<file path="src/rtl/ers_pkg.sv">
// Shared types and constants for the enumeration rank sorter.
`timescale 1ns / 1ps
`default_nettype none

package ers_pkg;

  localparam int MAX_ITEMS = 16;
  localparam int CNT_W     = $clog2(MAX_ITEMS + 1);

  typedef logic signed [31:0] word_t;
  typedef logic [CNT_W-1:0]   count_t;

  // Chain-wide commands, at most one active per cycle
  typedef struct packed {
    logic insert;
    logic shift;
  } cell_ctrl_t;

endpackage

`default_nettype wire

</file>
<file path="src/rtl/ers_stream_if.sv">
// Valid/ready stream interfaces for the sorter's input and output words.
`timescale 1ns / 1ps
`default_nettype none

interface ers_in_if
  import ers_pkg::*;
  ();
  logic  valid;
  logic  ready;
  word_t value;
  logic  last_item;

  modport source(output valid, value, last_item, input ready);
  modport sink(input valid, value, last_item, output ready);
endinterface

interface ers_out_if
  import ers_pkg::*;
  ();
  logic  valid;
  logic  ready;
  word_t sorted_value;
  logic  end_of_set;

  modport source(output valid, sorted_value, end_of_set, input ready);
  modport sink(input valid, sorted_value, end_of_set, output ready);
endinterface

`default_nettype wire

</file>
<file path="src/rtl/ers_cell.sv">
// One sorting cell: holds a value, inserts in order, shifts toward the head.
`timescale 1ns / 1ps
`default_nettype none

module ers_cell
  import ers_pkg::*;
(
  input  logic       clk,
  input  logic       rst,
  input  cell_ctrl_t ctrl,
  input  word_t      new_value,
  input  word_t      left_value,
  input  logic       left_valid,
  input  logic       left_greater,
  input  word_t      right_value,
  input  logic       right_valid,
  output word_t      value,
  output logic       valid,
  output logic       greater
);

  logic take;

  assign greater = valid && (value > new_value);
  // Take a word where the held value is larger, or at the first empty slot
  assign take    = greater || (!valid && left_valid);

  always_ff @(posedge clk) begin
    if (ctrl.shift) begin
      value <= right_value;
    end else if (ctrl.insert && take) begin
      value <= left_greater ? left_value : new_value;
    end
  end

  always_ff @(posedge clk) begin
    if (rst) begin
      valid <= 1'b0;
    end else if (ctrl.shift) begin
      valid <= right_valid;
    end else if (ctrl.insert && take) begin
      valid <= 1'b1;
    end
  end

endmodule

`default_nettype wire

</file>
<file path="src/rtl/enumeration_rank_sort.sv">
// Streaming rank sorter: a chain of cells kept in ascending order.
// Input channel "items" carries one signed Q16.16 value per word; last_item
// closes the set. Each accepted word is inserted into a chain of MAX_ITEMS
// cells: every cell compares the word against its held value at once and
// larger values move one cell to the right, so equal values keep their
// arrival order. Up to MAX_ITEMS words are held; further words of the set
// are dropped, but a dropped last_item still closes the set.
// After the word with last_item, the block stops taking input and drains the
// chain through output channel "results", smallest first, one word per cycle
// from cell 0; end_of_set marks the final word. The first result is valid in
// the cycle after the closing word is accepted. A stalled receiver holds the
// head word and freezes the chain. Synchronous reset empties the chain and
// returns to taking input.
`timescale 1ns / 1ps
`default_nettype none

module enumeration_rank_sort
  import ers_pkg::*;
(
  input  logic       clk,
  input  logic       rst,
  ers_in_if.sink     items,
  ers_out_if.source  results
);

  word_t                cell_value   [MAX_ITEMS];
  logic [MAX_ITEMS-1:0] cell_valid;
  logic [MAX_ITEMS-1:0] cell_greater;
  count_t               fill_count;
  logic                 draining;
  logic                 in_fire;
  logic                 out_fire;
  cell_ctrl_t           ctrl;

  assign items.ready = !draining;
  assign in_fire     = items.valid && items.ready;
  assign out_fire    = results.valid && results.ready;

  assign ctrl.insert = in_fire && (fill_count != count_t'(MAX_ITEMS));
  assign ctrl.shift  = out_fire;

  assign results.valid        = draining;
  assign results.sorted_value = cell_value[0];
  assign results.end_of_set   = (fill_count == count_t'(1));

  for (genvar i = 0; i < MAX_ITEMS; i++) begin : g_cell
    word_t lv, rv;
    logic  lval, lgt, rval;
    if (i == 0) begin : g_head
      assign lv   = '0;
      assign lval = 1'b1;
      assign lgt  = 1'b0;
    end else begin : g_mid
      assign lv   = cell_value[i-1];
      assign lval = cell_valid[i-1];
      assign lgt  = cell_greater[i-1];
    end
    if (i == MAX_ITEMS - 1) begin : g_tail
      assign rv   = '0;
      assign rval = 1'b0;
    end else begin : g_body
      assign rv   = cell_value[i+1];
      assign rval = cell_valid[i+1];
    end

    ers_cell u_cell (
      .clk          (clk),
      .rst          (rst),
      .ctrl         (ctrl),
      .new_value    (items.value),
      .left_value   (lv),
      .left_valid   (lval),
      .left_greater (lgt),
      .right_value  (rv),
      .right_valid  (rval),
      .value        (cell_value[i]),
      .valid        (cell_valid[i]),
      .greater      (cell_greater[i])
    );
  end

  always_ff @(posedge clk) begin
    if (rst) begin
      fill_count <= '0;
      draining   <= 1'b0;
    end else begin
      if (ctrl.insert) begin
        fill_count <= fill_count + count_t'(1);
      end else if (out_fire) begin
        fill_count <= fill_count - count_t'(1);
      end
      if (in_fire && items.last_item) begin
        draining <= 1'b1;
      end else if (out_fire && results.end_of_set) begin
        draining <= 1'b0;
      end
    end
  end

  // The held count always matches the number of occupied cells
  a_count_matches: assert property (@(posedge clk) disable iff (rst)
    $countones(cell_valid) == int'(fill_count))
    else $error("fill count out of step with cell chain");

  // Draining never runs on an empty chain
  a_drain_nonempty: assert property (@(posedge clk) disable iff (rst)
    draining |-> (fill_count != '0) && cell_valid[0])
    else $error("draining with no held word");

  // The final word ends the drain and reopens the input
  a_end_releases: assert property (@(posedge clk) disable iff (rst)
    out_fire && results.end_of_set |=> !results.valid && items.ready
      && (fill_count == '0))
    else $error("drain did not finish after end of set");

  // The head cell holds a word no larger than the word in the next cell
  a_head_ordered: assert property (@(posedge clk) disable iff (rst)
    cell_valid[1] |-> cell_value[0] <= cell_value[1])
    else $error("chain head out of order");

endmodule

`default_nettype wire
</file>
<file path="src/flat_wrapper.sv">
// flat-port wrapper written by rule: the top's interface ports become plain ports
module enumeration_rank_sort_flat import ers_pkg::*;
  (clk, rst, items_valid, items_value, items_last_item, items_ready, results_valid, results_sorted_value, results_end_of_set, results_ready);
  ers_in_if items_i ();
  ers_out_if results_i ();
  input  logic clk;
  input  logic rst;
  input wire logic [$bits(items_i.valid)-1:0] items_valid;
  input wire logic [$bits(items_i.value)-1:0] items_value;
  input wire logic [$bits(items_i.last_item)-1:0] items_last_item;
  output wire logic [$bits(items_i.ready)-1:0] items_ready;
  output wire logic [$bits(results_i.valid)-1:0] results_valid;
  output wire logic [$bits(results_i.sorted_value)-1:0] results_sorted_value;
  output wire logic [$bits(results_i.end_of_set)-1:0] results_end_of_set;
  input wire logic [$bits(results_i.ready)-1:0] results_ready;
  assign items_i.valid = items_valid;
  assign items_i.value = items_value;
  assign items_i.last_item = items_last_item;
  assign items_ready = items_i.ready;
  assign results_valid = results_i.valid;
  assign results_sorted_value = results_i.sorted_value;
  assign results_end_of_set = results_i.end_of_set;
  assign results_i.ready = results_ready;
  enumeration_rank_sort u_core (.clk(clk), .rst(rst), .items(items_i), .results(results_i));
endmodule
</file>
<file path="config.mk">
export PLATFORM = sky130hd
export DESIGN_NAME = enumeration_rank_sort_flat
export DESIGN_NICKNAME = d
export VERILOG_FILES = /design/src/rtl/ers_pkg.sv /design/src/rtl/ers_stream_if.sv /design/src/rtl/ers_cell.sv /design/src/rtl/enumeration_rank_sort.sv /design/src/flat_wrapper.sv
export SDC_FILE = /design/constraint.sdc
export NUM_CORES = 2
export LEC_CHECK = 0
export BUFFER_PORTS_ARGS = -buffer_cell sky130_fd_sc_hd__buf_2
export CAP_MARGIN = 20
export CORE_ASPECT_RATIO = 1.2
export CORE_MARGIN = 2
export CORE_UTILIZATION = 25
export DETAILED_ROUTE_END_ITERATION = 12
export MAX_ROUTING_LAYER = met4
export PLACE_DENSITY = 0.51
export SKIP_LAST_GASP = 1
export SYNTH_ARGS = -nofsm -noshare
export SYNTH_HDL_FRONTEND = slang
export SYNTH_SLANG_ARGS = --single-unit
</file>
<file path="constraint.sdc">
create_clock -name clk -period 9.6 [get_ports clk]
set_clock_uncertainty 0.2 [all_clocks]
set_input_delay 1.44 -clock clk [delete_from_list [all_inputs] [get_ports clk]]
set_output_delay 1.44 -clock clk [all_outputs]
set_load 0.02 [all_outputs]
</file>
-- Word level (Yosys, flattened, before mapping)
Cells that the tools add are included.
- register bits after elaboration: 534
- bits of input ports: 37
- output and inout port bits: 35
- muxes and demuxes: 79
- equal/unequal tests: 2
- reductions and logical operators: 103
- add/subtract/negate cells: 2
- $lt $le $gt $ge: 16
- operators by type and width (operator ; count):
    2-to-1 mux 32 bit ; 45
    > comparator 32 bit ; 16
    logical AND 1 bit ; 52
    nonzero test 2 bit ; 17
    2-to-1 mux 1 bit ; 32
    zero test 1 bit ; 17
    logical OR 1 bit ; 16
    2-to-1 mux 5 bit ; 2
    adder 5 x 1 -> 5 bit (second input constant) ; 1
    == test 5 x 1 -> 1 bit (second input constant) ; 1
    inequality test 5 bit (second input constant) ; 1
    subtractor 5 x 1 -> 5 bit (second input constant) ; 1
    OR reduction 2 bit ; 1

-- Longest topological paths before layout
- word-level depth: 6
- gate-level depth with buffers: 13
- depth with buffers taken out: 10

-- Modules after synthesis
From an unflattened synthesis, not the netlist that was laid out.
- cell total of the unflattened synthesis: 4354
- area total of the unflattened synthesis: 40946.8 µm²
- modules (own cells, without submodules) (module ; area an instance (µm²) ; instances ; seq. area each (µm²) ; cells an instance):
    ers_cell ; 2531.2 ; 16 ; 980.9 ; 269
    enumeration_rank_sort ; 447.9 ; 1 ; 120.1 ; 50

-- Worst setup path before layout
Ideal clock, no wire load.
- kind: in2reg
- start: input port items_value[31]
- end: register u_core.g_cell[14].u_cell.value[0] (enable)
- library setup time: 466 ps
- slack: 2372 ps
- path buffers: 3
- stages on the path: 13
- data arrival time: 6562 ps
- path through: clkbuf_1 -> clkbuf_1 -> inv_1 -> ha_1 -> nand4_2 -> nor3_2 -> a221oi_2 -> nand2_1 -> or4_4 -> a21oi_4 -> buf_8 -> a21oi_1 -> o21ai_0
- cells in the longest elaborated chain, start to end: 5
- RTL lines (item ; line ; RTL):
    start: declaration ; flat_wrapper.sv:9 ; input wire logic [$bits(items_i.value)-1:0] items_value;
    > comparator 32 bit ; ers_cell.sv:24 ; assign greater = valid && (value > new_value);
    logical AND 1 bit ; ers_cell.sv:24 ;
    logical OR 1 bit ; ers_cell.sv:26 ; assign take = greater || (!valid && left_valid);
    logical AND 1 bit ; ers_cell.sv:31 ; end else if (ctrl.insert && take) begin
    nonzero test 2 bit (no line) ; -- ;
    end signal: assignment ; ers_cell.sv:30 ; value <= right_value;
    end signal: assignment ; ers_cell.sv:32 ; value <= left_greater ? left_value : new_value;
    end: declaration ; ers_cell.sv:17 ; output word_t value,
Every way passes these cells.
A chain may end at the register's enable or synchronous reset.

-- Worst setup path in the final report
- start: input port items_value[5]
- end: register u_core.g_cell[8].u_cell.value[23] (enable)
- cells in the longest elaborated chain, start to end: 5
- RTL lines (item ; line):
    > comparator 32 bit ; ers_cell.sv:24
    logical AND 1 bit ; ers_cell.sv:24
    logical OR 1 bit ; ers_cell.sv:26
    logical AND 1 bit ; ers_cell.sv:31
    nonzero test 2 bit (no line) ; --
    end signal: assignment ; ers_cell.sv:30
    end signal: assignment ; ers_cell.sv:32
    end: declaration ; ers_cell.sv:17
Every way passes these cells.

==> impl_metrics.env <==
export IMPL_routed_via_density=4.98
export IMPL_crit_path_top_delay_cell="o311ai_0"
export IMPL_chipHeight_um=431
export IMPL_io_pins=72
export IMPL_final_hold_viol_count=0
export IMPL_dp_hpwl_um=89900
export IMPL_r2r_slack_ps=5240
export IMPL_final_max_slew_viol_count=0
export IMPL_reg2regPathDepth=11
export IMPL_yosysWarnings=0
export IMPL_fp_dieArea_mm2=0.155
export IMPL_layout_nets=4306
export IMPL_grt_antenna_before_repair=14
export IMPL_synthCells=3766
export IMPL_max_stage_delay_ps=600
export IMPL_netlist_area_mm2=0.0380
export IMPL_drc=0
export IMPL_post_cts_repair_setup_buffers=0
export IMPL_worstSetupStartpointType="primary input"
export IMPL_most_common_layout_cells="nand2_1 (577), o21ai_0 (555), ha_1 (515)"
export IMPL_hold_path_class="reg2reg"
export IMPL_start_util_pct=25.2
export IMPL_p_leak_uw=0.0167
export IMPL_cts_root_buf="clkbuf_16"
export IMPL_num_vias=28800
export IMPL_row_count=156
export IMPL_core_mm2=0.151
export IMPL_whs_path_depth=2
export IMPL_path_cells="buf_2, inv_1, ha_1, a21o_1, a21o_1, a211oi_1, nor3b_1, o311ai_0, o211ai_4, buf_4, a21boi_0, o21ai_4, buf_4"
export IMPL_required_ps=9680
export IMPL_numPortBuffers=71
export IMPL_end_kind="flip-flop"
export IMPL_die_w_um=360
export IMPL_synth_edff_count=480
export IMPL_fillers=15700
export IMPL_grt_pass1_wl_um=183000
export IMPL_clkPwrFrac_pct=33.7
export IMPL_finalCritPeriodShare_pct=60.3
export IMPL_rsz0062_at_grt="no"
export IMPL_period_minus_slack_ps=5790
export IMPL_switchingPower_uw=2170
export IMPL_grt_max_degree=242
export IMPL_grt_pass1_vias=29200
export IMPL_dr_first_iter_drc_count=2007
export IMPL_clk_latency_ps=650
export IMPL_overflow=0
export IMPL_r2r_start="u_core.g_cell[8].u_cell.value[23]$_DFFE_PP_"
export IMPL_first_pass_iters=5
export IMPL_synth_async_reset_ratio_pct=0
export IMPL_final_common_cell="nand2_1"
export IMPL_synthToLayoutAreaGrowth_pct=12.1
export IMPL_max_freq_mhz=173
export IMPL_ys_seq_area_share_pct=40.8
export IMPL_setup_viol=0
export IMPL_drt_total_wl_um=119000
export IMPL_grt_usage_pct=15.5
export IMPL_ant_nets=0
export IMPL_avgSynthCellArea_um2=10.1
export IMPL_status="finished clean"
export IMPL_ir_drop_uv=138
export IMPL_synth_main_ff_cell="edfxtp_1"
export IMPL_wl_per_cell_um=20.6
export IMPL_crit_type="in2reg"
export IMPL_synth_nets=4318
export IMPL_cp_top_family="compound AO/OA/AOI/OAI gates"
export IMPL_setup_tns_ps=0
export IMPL_switching_share_pct=31.8
export IMPL_cts_buffers=60
export IMPL_post_route_util_pct=28.2
export IMPL_cts_max_level=2
export IMPL_critPathBufInv=4
export IMPL_synth_seq_cells=534
export IMPL_cp_depth=13
export IMPL_hp_start="u_core.g_cell[15].u_cell.value[0]$_SDFFE_PP0P_"
export IMPL_crit_path_start="items_value[5]"
export IMPL_tritoncts="done"
export IMPL_cp_arrival_ps=5870
export IMPL_fin_hold_ws_ps=321
export IMPL_power_density_mw_per_mm2=160
export IMPL_p_int_uw=4660
export IMPL_combPwrFrac_pct=21.4
export IMPL_synth_distinct_cells=70
export IMPL_cts_buffer_depth=3
export IMPL_maxCapViolCount=0
export IMPL_cts_hold_buf=0
export IMPL_slew_headroom_pct=20.6
export IMPL_tightestPinTransition_ps=1190
export IMPL_clk_pin_slew_ps=60
export IMPL_cts_resized=0
export IMPL_gp_congestion=0.820
export IMPL_cp_max_fo=32
export IMPL_clock_sinks=534
export IMPL_p_seq_share_pct=44.9
export IMPL_drive_above_1_share_pct=6.94
[sequential cells by signal (all words and copies together), names as in the netlist]
register	count
u_core.g_cell.u_cell.value	512
u_core.g_cell.u_cell.valid	16
u_core.fill_count	5
u_core.results.valid	1
[layout make-up]
class	count	area, µm²	share of cell area [%]
Multi-Input combinational cell	2929	21500	50.5
Sequential cell	534	15500	36.4
Tap cell	1975	2470	5.80
Clock buffer	90	1720	4.03
Timing Repair Buffer	134	906	2.13
Inverter	95	357	0.837
Clock inverter	23	148	0.347
Antenna cell	2	5.00	0.0118
[stage by stage]
step	instance area (µm²)	total power, µW	setup WS (ps)	instances
after floorplan	38000	4050	2370	3766
after detailed placement	40700	4590	3050	5667
after global placement	40700	4550	3100	5665
after global routing	42600	7180	3600	5781
final	42600	6830	3810	5782
after CTS	42600	6910	3750	5780
[layer usage]
metal,part of all wire (%),global-route usage [%],vias to the layer above
met4,3.7,5.29,0
li1,-,-,14200
met1,42,17.6,14000
met2,52,28.3,456
met3,2.7,1.47,176
met5,0,-,-
[Yosys cell counts, types with 36 or more instances]
library cell	count	share of area, %
dfxtp_1	54	2.8
a21oi_1	212	2.8
ha_1	515	17
a21o_1	49	0.97
mux2i_1	477	13
nor2_1	66	0.65
clkbuf_1	157	1.6
nand4_1	105	1.7
inv_1	95	0.94
buf_2	36	0.47
nand2_1	577	5.7
edfxtp_1	480	38
o21ai_0	566	7.5
a211oi_1	80	1.6
[worst paths after layout]
path,end
worst max register to register,u_core.g_cell[8].u_cell.value[23]$_DFFE_PP_
worst min-delay path,u_core.g_cell[15].u_cell.value[0]$_SDFFE_PP0P_
worst min register to register,u_core.g_cell[15].u_cell.value[0]$_SDFFE_PP0P_
worst max-delay path,u_core.g_cell[8].u_cell.value[23]$_DFFE_PP_
[tightest hold or removal path: cells and delay by family, from the launching register on]
family             cells  cell delay, ps
DFF                    1             320
and+or+nand+nor        1             100
AOI/OAI and AO/OA      1              50
[cells by family after synthesis]
logic type / Yosys count / share of synthesized area [%]
fa+ha+maj: 515 / 17.0
mux: 477 / 12.6
compound gates: 1019 / 15.4
buf+inv: 303 / 3.28
xor+xnor: 3 / 0.0692
flops: 534 / 40.8
simple gates: 915 / 10.9
[power groups by stage]
stage / sequential (µW) / combinational, µW / clock (µW)
CTS: 3060 / 1480 / 2360
global placement: 3110 / 1440 / 0
floorplan: 3040 / 1010 / 0
detailed placement: 3110 / 1480 / 0
finish: 3060 / 1460 / 2300
global route: 3090 / 1660 / 2430
(Power assumes the default switching activity.)
